<file path="src/design/cuw_pkg.sv">
`default_nettype none

package cuw_pkg;

    localparam int UID_W        = 56;
    localparam int MODE_W       = 2;
    localparam int LEN_W        = 3;
    localparam int TYPE_W       = 2;
    localparam int STATUS_W     = 2;
    localparam int SLOT_W       = 3;
    localparam int USER_SLOTS_DEF = 5;

    localparam logic [UID_W-1:0] MASTER_RESET = 56'h0000_0023_C893_CD;

    localparam logic [MODE_W-1:0] MODE_CHECK  = 2'd0;
    localparam logic [MODE_W-1:0] MODE_ADD    = 2'd1;
    localparam logic [MODE_W-1:0] MODE_REMOVE = 2'd2;

    localparam logic [LEN_W-1:0] LEN_SHORT = 3'd4;
    localparam logic [LEN_W-1:0] LEN_LONG  = 3'd7;

    localparam logic [TYPE_W-1:0] CT_UNKNOWN = 2'd0;
    localparam logic [TYPE_W-1:0] CT_USER    = 2'd1;
    localparam logic [TYPE_W-1:0] CT_MASTER  = 2'd2;

    localparam logic [STATUS_W-1:0] ST_DONE      = 2'd0;
    localparam logic [STATUS_W-1:0] ST_FULL      = 2'd1;
    localparam logic [STATUS_W-1:0] ST_NOT_FOUND = 2'd2;

    // token that walks the row of slot cells
    typedef struct packed {
        logic              valid;
        logic              hit;
        logic [SLOT_W-1:0] slot;
    } tok_t;

    // operation broadcast to every cell while an item is in flight
    typedef struct packed {
        logic [MODE_W-1:0] mode;
        logic [UID_W-1:0]  key;
        logic [UID_W-1:0]  wdata;
    } op_t;

endpackage

`default_nettype wire

</file>
<file path="src/design/cuw_cell.sv">
`default_nettype none

module cuw_cell #(
    parameter logic [cuw_pkg::SLOT_W-1:0] SLOT_CODE = '0
) (
    input  wire logic         clk,
    input  wire logic         rst_n,
    input  wire cuw_pkg::op_t  op,
    input  wire cuw_pkg::tok_t tok_in,
    output cuw_pkg::tok_t      tok_out
);

    logic [cuw_pkg::UID_W-1:0] entry_reg;
    logic [cuw_pkg::UID_W-1:0] entry_next;
    cuw_pkg::tok_t             tok_reg;
    cuw_pkg::tok_t             tok_next;
    logic                      match;
    logic                      wr_en;

    // first cell along the row holding the key claims the token
    assign match = tok_in.valid && !tok_in.hit && (entry_reg == op.key);
    assign wr_en = match && ((op.mode == cuw_pkg::MODE_ADD) ||
                             (op.mode == cuw_pkg::MODE_REMOVE));

    always_comb
    begin
        entry_next     = wr_en ? op.wdata : entry_reg;
        tok_next.valid = tok_in.valid;
        tok_next.hit   = tok_in.hit | match;
        tok_next.slot  = match ? SLOT_CODE : tok_in.slot;
    end

    always_ff @(posedge clk or negedge rst_n)
    begin
        if (!rst_n)
        begin
            entry_reg <= '0;
            tok_reg   <= '0;
        end
        else
        begin
            entry_reg <= entry_next;
            tok_reg   <= tok_next;
        end
    end

    assign tok_out = tok_reg;

endmodule

`default_nettype wire

</file>
<file path="src/design/card_uid_whitelist_top.sv">
`default_nettype none

// channel  | direction | handshake            | payload
// ---------+-----------+----------------------+------------------------------
// item     | in        | start & !busy        | mode, uid, uid_length
// result   | out       | done (one cycle)     | card_type, status, slot
// config   | in        | cfg_valid & cfg_ready| cfg_data (master UID)
//
// An item walks the row of slot cells, one cell per cycle: the launch register,
// then one token register per cell, then the done register; busy stays high
// until the result strobe. A new item may be started in the cycle the result
// is shown.
// Reset clears every slot and loads the default master UID.
// The receiver cannot stall; cfg_ready is low while an item is in flight or
// while start is raised, so a write never lands on the edge an item is taken.

module card_uid_whitelist_top #(
    parameter int USER_SLOTS = cuw_pkg::USER_SLOTS_DEF
) (
    input  wire logic                          clk,
    input  wire logic                          rst_n,
    input  wire logic                          start,
    output logic                               busy,
    input  wire logic [cuw_pkg::MODE_W-1:0]    mode,
    input  wire logic [cuw_pkg::UID_W-1:0]     uid,
    input  wire logic [cuw_pkg::LEN_W-1:0]     uid_length,
    output logic                               done,
    output logic [cuw_pkg::TYPE_W-1:0]         card_type,
    output logic [cuw_pkg::STATUS_W-1:0]       status,
    output logic [cuw_pkg::SLOT_W-1:0]         slot,
    input  wire logic                          cfg_valid,
    output logic                               cfg_ready,
    input  wire logic [cuw_pkg::UID_W-1:0]     cfg_data
);

    logic                            busy_reg;
    logic                            busy_next;
    logic                            launch_reg;
    logic                            done_reg;
    logic [cuw_pkg::MODE_W-1:0]      mode_reg;
    logic [cuw_pkg::UID_W-1:0]       uid_reg;
    logic [cuw_pkg::LEN_W-1:0]       len_reg;
    logic [cuw_pkg::UID_W-1:0]       master_reg;
    logic [cuw_pkg::TYPE_W-1:0]      card_type_reg;
    logic [cuw_pkg::TYPE_W-1:0]      card_type_next;
    logic [cuw_pkg::STATUS_W-1:0]    status_reg;
    logic [cuw_pkg::STATUS_W-1:0]    status_next;
    logic [cuw_pkg::SLOT_W-1:0]      slot_reg;
    logic [cuw_pkg::SLOT_W-1:0]      slot_next;
    logic                            accept;
    cuw_pkg::op_t                    op;
    cuw_pkg::tok_t                   tok_chain [USER_SLOTS+1];
    cuw_pkg::tok_t                   tok_last;

    assign accept    = start && !busy_reg;
    assign busy      = busy_reg;
    assign cfg_ready = !busy_reg && !start;

    // add looks for an empty slot, remove for the uid itself
    assign op.mode  = mode_reg;
    assign op.key   = (mode_reg == cuw_pkg::MODE_ADD) ? '0 : uid_reg;
    assign op.wdata = (mode_reg == cuw_pkg::MODE_ADD) ? uid_reg : '0;

    assign tok_chain[0].valid = launch_reg;
    assign tok_chain[0].hit   = 1'b0;
    assign tok_chain[0].slot  = '0;

    genvar i;
    generate
        for (i = 0; i < USER_SLOTS; i++)
        begin : g_cell
            cuw_cell #(
                .SLOT_CODE(cuw_pkg::SLOT_W'(i))
            ) u_cell (
                .clk    (clk),
                .rst_n  (rst_n),
                .op     (op),
                .tok_in (tok_chain[i]),
                .tok_out(tok_chain[i+1])
            );
        end
    endgenerate

    assign tok_last = tok_chain[USER_SLOTS];

    always_comb
    begin
        card_type_next = cuw_pkg::CT_UNKNOWN;
        status_next    = cuw_pkg::ST_DONE;
        slot_next      = '0;
        case (mode_reg)
            cuw_pkg::MODE_CHECK:
            begin
                if ((len_reg == cuw_pkg::LEN_SHORT) || (len_reg == cuw_pkg::LEN_LONG))
                begin
                    if (uid_reg == master_reg)
                        card_type_next = cuw_pkg::CT_MASTER;
                    else if (tok_last.hit)
                        card_type_next = cuw_pkg::CT_USER;
                end
            end
            cuw_pkg::MODE_ADD:
            begin
                if (tok_last.hit)
                    slot_next = tok_last.slot;
                else
                    status_next = cuw_pkg::ST_FULL;
            end
            cuw_pkg::MODE_REMOVE:
            begin
                if (tok_last.hit)
                    slot_next = tok_last.slot;
                else
                    status_next = cuw_pkg::ST_NOT_FOUND;
            end
            default:
            begin
                card_type_next = cuw_pkg::CT_UNKNOWN;
            end
        endcase
    end

    always_comb
    begin
        busy_next = busy_reg;
        if (accept)
            busy_next = 1'b1;
        else if (tok_last.valid)
            busy_next = 1'b0;
    end

    always_ff @(posedge clk or negedge rst_n)
    begin
        if (!rst_n)
        begin
            busy_reg   <= 1'b0;
            launch_reg <= 1'b0;
            done_reg   <= 1'b0;
            master_reg <= cuw_pkg::MASTER_RESET;
        end
        else
        begin
            busy_reg   <= busy_next;
            launch_reg <= accept;
            done_reg   <= tok_last.valid;
            if (cfg_valid && cfg_ready)
                master_reg <= cfg_data;
        end
    end

    always_ff @(posedge clk)
    begin
        if (accept)
        begin
            mode_reg <= mode;
            uid_reg  <= uid;
            len_reg  <= uid_length;
        end
        if (tok_last.valid)
        begin
            card_type_reg <= card_type_next;
            status_reg    <= status_next;
            slot_reg      <= slot_next;
        end
    end

    assign done      = done_reg;
    assign card_type = card_type_reg;
    assign status    = status_reg;
    assign slot      = slot_reg;

    a_done_frees: assert property (@(posedge clk) disable iff (!rst_n)
        done_reg |-> !busy_reg)
        else $error("result shown while still busy");

    a_accept_busy: assert property (@(posedge clk) disable iff (!rst_n)
        accept |=> busy_reg)
        else $error("busy not raised after accept");

    a_one_result: assert property (@(posedge clk) disable iff (!rst_n)
        done_reg |=> !done_reg)
        else $error("two results in a row");

    a_token_result: assert property (@(posedge clk) disable iff (!rst_n)
        tok_last.valid |=> done_reg)
        else $error("token left the row without a result");

    a_launch_from_accept: assert property (@(posedge clk) disable iff (!rst_n)
        launch_reg |-> $past(accept))
        else $error("token launched without an accepted item");

endmodule

`default_nettype wire
</file>
<file path="config.mk">
export PLATFORM = sky130hd
export DESIGN_NAME = card_uid_whitelist_top
export DESIGN_NICKNAME = d
export VERILOG_FILES = /design/src/design/cuw_pkg.sv /design/src/design/cuw_cell.sv /design/src/design/card_uid_whitelist_top.sv
export SDC_FILE = /design/constraint.sdc
export NUM_CORES = 1
export LEC_CHECK = 0
export ABC_AREA = 0
export BUFFER_PORTS_ARGS = -buffer_cell sky130_fd_sc_hd__buf_2
export CAP_MARGIN = 20
export CELL_PAD_IN_SITES_DETAIL_PLACEMENT = 2
export CELL_PAD_IN_SITES_GLOBAL_PLACEMENT = 2
export CORE_AREA = 4 4 319 164
export CTS_CLUSTER_SIZE = 12
export DETAILED_ROUTE_END_ITERATION = 16
export DIE_AREA = 0 0 323 168
export HOLD_SLACK_MARGIN = 0.15
export PLACE_DENSITY_LB_ADDON = 0.1
export SLEW_MARGIN = 20
export SYNTH_ARGS = -nofsm -noshare
export SYNTH_HDL_FRONTEND = slang
export SYNTH_SLANG_ARGS = --single-unit
</file>
<file path="constraint.sdc">
create_clock -name clk -period 10.04 [get_ports clk]
set_input_delay 1.506 -clock clk [delete_from_list [all_inputs] [get_ports clk]]
set_output_delay 1.506 -clock clk [all_outputs]
set_load 0.005 [all_outputs]
</file>
==> out/metrics.csv, run 1 <==
stage,metric,value,unit
status,run status,finished clean,
finish,NumNets Final,2159,
worst_hold_path,Cells on Worst Hold Path,0,
logic_synthesis,Mapped Area,22160,µm²
timing,fin worst setup slack,4.841,ns
critical_path,worst-path fanout max,56,
global_route,first-pass GRT wire length,152700,µm
timing,Max Freq,192.3,MHz
clocking,clk slew on worst S/H paths,0.07,ns
global_route,GRT Util Overall,40.35,%
detailed_routing,drt wl/cell,40.35,µm
timing,setup TNS,0,ns
timing,Worst Skew,0.02532,ns
detailed_routing,via count,18520,
clocking,H-Tree Depth,2,
critical_path,Reg2Reg Depth,10,
logic_synthesis,Syn Inst Count,1921,
detailed_routing,DRT antenna net count,0,
finish,layout cell share with drive strength beyond 1,29.57,%
timing,final slew viol count,0,
clocking,Post-CTS Hold Buffers,0,
place,Post-Place Cell Area,23580,µm²
critical_path,Crit path arrival time,5.65,ns
place,gpl congestion,1.053,
worst_hold_path,type of the most critical hold path,reg2reg,
clocking,Clock Tree Buf Depth,3,
logic_synthesis,Syn Nets,2045,
clocking,CTS tree,yes,
detailed_routing,DR iter-0 viols,2397,
finish,Layout Cells excl Fill,2739,
clocking,count of clock tree sinks,425,
finish,"commonest non-fill, non-tap cell in the layout",dfrtp_1,
critical_path,Setup crit start kind,flop,
place,Inst Count DP,2649,
global_route,grt ovf,0,
finish,"commonest non-fill, non-tap cells in the layout","dfrtp_1 (342), mux2_2 (296), nor2_1 (163), buf_2 (129), xnor2_1 (108)",
global_route,largest net degree at the start of global routing,129,
timing,Final period util,51.78,%
logic_synthesis,Seq cells post-synth,425,
detailed_routing,TritonRoute pass-1 iters,5,
timing,slew margin rel.,13.66,%
timing,min Tclk post-route,5.199,ns
critical_path,Critical Path Source,mode_reg[1],
finish,area grow syn2layout,12.57,%
finish,Final Core Density,50.25,%
floorplanning,Initial Util,44.64,%
power_and_ir_drop,leakage,10.91,nW
detailed_routing,vias per cell,6.762,
floorplanning,Chip Height,168,µm
place,hpwl dp,81610,µm
critical_path,Crit. End Element,flop,
global_route,initial antenna violation count,11,
floorplanning,area of the core,49640,µm²
detailed_routing,DR DRC count,0,
critical_path,Reg2Reg Setup Slack,4.84,ns
place,post-place setup slack,4.750,ns
floorplanning,cell row count,58,
global_route,vias in the first global route,19170,
floorplanning,Chip Width,323,µm
worst_hold_path,min-delay src,g_cell[2].u_cell.tok_out[4],
clocking,Root Driver,clkbuf_16,
timing,Hold Fails Final Rpt,0,
logic_synthesis,"EDFF count, synth",68,
job,max-cap viol count,0,
power_and_ir_drop,power per standard cell area,163.6,nW/µm²
clocking,post-CTS resize count,0,
logic_synthesis,syn avg cell area,11.54,µm²
power_and_ir_drop,maximum vdd drop,0.1165,mV
detailed_routing,final WL,110500,µm
finish,Final Cell Area,24950,µm²
timing,Slew @ Worst Pin,1.290,ns
power_and_ir_drop,Tot Pwr,4.080,mW
logic_synthesis,Yosys cell types,69,
timing,WHS,0.3832,ns
timing,Final setup violation count,0,
clocking,Post-CTS Repair Setup Buffers,0,
clocking,TritonCTS buffer count,43,
logic_synthesis,Yosys warning count,0,
clocking,clk_lat worst skew,0.59,ns
logic_synthesis,ys async rst share,84.00,%
timing,RSZ-0062 raised after global routing,no,
finish,max reg flops,280,
critical_path,worst path required time,10.49,ns
critical_path,RR Startpoint,mode_reg[1],
place,Port-buffer cells,130,
finish,Filler Cells Inserted,4893,
critical_path,Setup CP Type,reg2reg,
logic_synthesis,sequential fraction of the synthesis area,49.61,%
floorplanning,die area,54260,µm²
floorplanning,# IOs,131,
logic_synthesis,main flop type after synthesis,dfrtp_1,
-- power by group --
| group | total [mW] | switching [mW] | internal, mW |
|---|---|---|---|
| Sequential | 2.01 | 0.113 | 1.90 |
| Clock | 1.57 | 0.731 | 0.844 |
| Combinational | 0.496 | 0.286 | 0.210 |
| Total | 4.08 | 1.13 | 2.95 |
-- cells by family after synthesis --
kind of cell    Yosys count  synth area share (%)
compound gates          311                 9.847
mux                     336                 17.75
flops                   425                 49.61
buf+inv                 169                 3.201
xor+xnor                124                 4.901
fa+ha+maj                 3                0.1694
simple gates            553                 14.52
-- cell type report --
class,instances,area (µm²),area share [%]
tap,660,825.8,3.310
timing repair buffer,176,1039,4.163
clock inverter,5,27.53,0.1103
multi-input combinational,1327,10550,42.29
antenna,13,32.53,0.1304
sequential,425,10990,44.07
inverter,62,232.7,0.9329
clock buffer,71,1244,4.986
-- worst max-delay path, cell delays in order (launching register included) --
cell and delay [ns]:
edfxtp_1 0.40, inv_1 0.14, ha_4 0.48, inv_2 0.33
buf_4 0.34, or4_1 0.57, o32ai_1 0.25, o211ai_1 0.19
nor4_1 0.69, nand3_4 0.89, mux2_2 0.63
-- synth_stat cells (all sizes together) (17+ instances only) --
library cell / n / area [µm²]
dfrtp: 342 / 8558
mux2: 336 / 3934
nor2: 169 / 634.4
xnor2: 108 / 945.9
o21ai: 71 / 355.3
edfxtp: 68 / 2042
nand2b: 67 / 419.2
clkbuf: 61 / 229.0
a31oi: 60 / 375.4
inv: 60 / 225.2
nor2b: 59 / 369.1
nor4bb: 58 / 580.6
buf: 46 / 247.7
nor4: 46 / 287.8
nand4: 36 / 225.2
o22ai: 35 / 219.0
nand2: 29 / 108.9
o32ai: 24 / 210.2
and2: 23 / 143.9
a2111oi: 17 / 148.9
o2111ai: 17 / 148.9
-- worst paths after layout --
path,to
worst max-delay path,g_cell[2].u_cell.entry_reg[31]
worst min register to register,g_cell[3].u_cell.tok_out[4]
min in group asynchronous,g_cell[1].u_cell.entry_reg[43]
worst max register to register,g_cell[2].u_cell.entry_reg[31]
worst min-delay path,g_cell[3].u_cell.tok_out[4]
max in group asynchronous,g_cell[0].u_cell.entry_reg[7]
-- layer usage --
layer	vias up	part of all wire, %	GRT usage [%]
met5	-	0.44	6.756
met4	10	2.7	9.660
met3	191	14	21.37
met2	1057	39	53.21
met1	9916	44	57.07
li1	7346	-	-
(Power assumes the default switching activity.)
==> run 2, diff against run 1 <==
Settings changed: ABC_AREA 0 to 1, CORE_AREA 4 4 319 164 to 4 4 385 197, DIE_AREA 0 0 323 168 to 0 0 389 201.
Clock period 10.04 ns to 4.75 ns, I/O delays scaled along.
==> run 2 against run 1 <==
Against the previous run:
- largest cell class unchanged
- design area is 6.3% higher
- critical path depth rose by 5
- routed wire length up 14%
- largest power group unchanged
- total power rose by 120%
- via count is 27% higher
- first-iteration DRC count shrank 1.6%
==> out/metrics.csv, run 2 <==
stage,metric,value,unit
logic_synthesis,Mapped Area,23030,µm²
timing,Slew @ Worst Pin,1.183,ns
timing,RSZ-0062 raised after global routing,no,
detailed_routing,via count,23480,
logic_synthesis,Seq cells post-synth,425,
logic_synthesis,Yosys top cell area share,37.17,%
critical_path,worst path cell trace,"inv_1, ha_4, inv_4, buf_12, buf_12, nand2_1, o21ai_0, nor2_1, nand2_1, nor2_1, nand2_1, nor2_4, buf_12, nand4_1, nand2_1",
detailed_routing,DRT antenna net count,0,
global_route,largest net degree at the start of global routing,93,
power_and_ir_drop,Tot Pwr,9.137,mW
logic_synthesis,"EDFF count, synth",68,
job,max-cap viol count,0,
detailed_routing,final WL,126300,µm
clocking,CTS tree,yes,
floorplanning,# IOs,131,
detailed_routing,drt wl/cell,29.77,µm
detailed_routing,vias per cell,5.537,
clocking,Post-CTS Hold Buffers,1,
detailed_routing,TritonRoute pass-1 iters,5,
critical_path,Setup crit start kind,flop,
logic_synthesis,Post-synth top cells,"nand2_1 (1,444), dfrtp_1 (342), inv_1 (319), nand4_1 (285), nor2_1 (240)",
critical_path,WP buf/inv,5,
finish,layout cell share with drive strength beyond 1,10.71,%
clocking,TritonCTS buffer count,46,
floorplanning,Chip Height,201,µm
logic_synthesis,Yosys top cell by area,dfrtp_1,
detailed_routing,DR DRC count,0,
logic_synthesis,ys async rst share,84.00,%
timing,setup TNS,0,ns
floorplanning,cell row count,70,
clocking,Clock Tree Buf Depth,3,
finish,NumNets Final,3356,
critical_path,Crit path arrival time,4.47,ns
logic_synthesis,Yosys cell types,32,
finish,"commonest non-fill, non-tap cells in the layout","nand2_1 (1,443), dfrtp_1 (342), inv_1 (319), nand4_1 (285), nor2_1 (236)",
timing,Final setup violation count,0,
critical_path,worst-path fanout max,55,
floorplanning,Chip Width,389,µm
critical_path,worst path required time,5.30,ns
finish,"commonest non-fill, non-tap cell in the layout",nand2_1,
global_route,grt ovf,0,
finish,Final Cell Area,26520,µm²
place,Port-buffer cells,130,
timing,min Tclk post-route,3.916,ns
detailed_routing,DR iter-0 viols,2359,
worst_hold_path,type of the most critical hold path,in2reg,
logic_synthesis,most common cell in the netlist,nand2_1,
place,Inst Count DP,4155,
floorplanning,Initial Util,31.79,%
logic_synthesis,Area contributors post-synth,"dfrtp_1 (37%), nand2_1 (24%), edfxtp_1 (8.9%), nand4_1 (7.7%), inv_1 (5.2%)",
timing,Final period util,82.45,%
power_and_ir_drop,power per standard cell area,344.6,nW/µm²
global_route,GRT Util Overall,31.89,%
global_route,first-pass GRT wire length,180700,µm
global_route,vias in the first global route,24310,
timing,final slew viol count,0,
clocking,Root Driver,clkbuf_16,
power_and_ir_drop,maximum vdd drop,0.2294,mV
finish,diode count,0,
power_and_ir_drop,leakage,13.68,nW
place,gpl congestion,0.9393,
clocking,H-Tree Depth,2,
timing,Worst Skew,0.01832,ns
logic_synthesis,Syn Inst Count,3140,
timing,Hold Fails Final Rpt,0,
critical_path,Crit. End Element,flop,
finish,area grow syn2layout,15.16,%
logic_synthesis,Syn Nets,3264,
critical_path,Setup CP Type,reg2reg,
floorplanning,area of the core,72430,µm²
place,hpwl dp,92090,µm
logic_synthesis,Yosys warning count,0,
clocking,clk_lat worst skew,0.63,ns
critical_path,max incr delay on CP,0.47,ns
clocking,count of clock tree sinks,425,
clocking,Post-CTS Repair Setup Buffers,0,
floorplanning,die area,78190,µm²
critical_path,CP max stage cell,nor2_4,
global_route,initial antenna violation count,5,
logic_synthesis,sequential fraction of the synthesis area,47.75,%
status,run status,finished clean,
logic_synthesis,syn avg cell area,7.333,µm²
finish,Layout Cells excl Fill,4241,
timing,Max Freq,255.4,MHz
place,Post-Place Cell Area,25060,µm²
clocking,post-CTS resize count,0,
critical_path,CP top delay family,simple AND/OR/NAND/NOR gates,
logic_synthesis,main flop type after synthesis,dfrtp_1,
finish,max reg flops,280,
finish,Filler Cells Inserted,8480,
timing,slew margin rel.,20.83,%
clocking,clk slew on worst S/H paths,0.07,ns
critical_path,most frequent CP cell,nand2_1,
-- run 2: changes by cell type after synthesis, sizes merged, moves of 60 or more --
cell,change
nor2,+84
nand2b,-67
xnor2,-85
inv,+261
a31oi,-60
nand2,+1415
nand4,+249
mux2,-292
-- run 2: routing by layer --
layer | routed length [µm] | GRT usage (%) | up-vias | part of all wire [%]
li1 | - | - | 10090 | -
met1 | 61570 | 50.01 | 12390 | 49
met2 | 49780 | 43.68 | 856 | 39
met3 | 12380 | 8.058 | 141 | 9.8
met4 | 2489 | 6.119 | 4 | 2.0
met5 | 27 | 0 | - | 0.021
-- run 2: final timing paths --
kind	end	slack [ns]	start	cells after the start
min in group asynchronous	master_reg[40]	0.73	rst_n	2
worst min register to register	g_cell[4].u_cell.tok_out[4]	0.38	g_cell[3].u_cell.tok_out[4]	0
max in group asynchronous	g_cell[1].u_cell.entry_reg[55]	2.84	rst_n	3
worst max-delay path	g_cell[4].u_cell.entry_reg[39]	0.83	mode_reg[1]	15
worst min-delay path	uid_reg[34]	0.25	uid[34]	1
worst max register to register	g_cell[4].u_cell.entry_reg[39]	0.83	mode_reg[1]	15
-- run 2: layout make-up --
cell class                 count  area, µm²  area share (%)
sequential                   425      10990           41.46
inverter                     321       1207           4.554
timing repair buffer         197       1404           5.294
clock buffer                  71       1315           4.959
clock inverter                14      135.1          0.5096
multi-input combinational   2241      10240           38.63
tap                          972       1216           4.587
-- run 2: per-stage QoR --
step	utilization (%)	hold WS (ns)	setup slack, ns
global placement	34.59	0.3592	1.034
floorplan	-	0.3537	0.9311
detailed placement	34.59	0.3688	1.000
finish	36.61	0.2538	0.8338
CTS	36.61	0.2232	0.9709
global route	36.61	0.2282	0.6540
-- run 2: logic make-up after synthesis --
| group | Yosys count | synth area share (%) |
|---|---|---|
| DFF | 425 | 47.75 |
| AOI/OAI and AO/OA | 80 | 1.858 |
| xor gates and xnor gates | 53 | 2.016 |
| and+or+nand+nor | 2061 | 37.73 |
| buffers and inverters | 474 | 8.330 |
| muxes | 44 | 2.152 |
| adders and majority gates | 3 | 0.1630 |
-- run 2: power by group --
part | internal, mW | switching (mW)
combinational | 0.416 | 0.793
clock | 1.98 | 1.73
sequential | 4.01 | 0.213
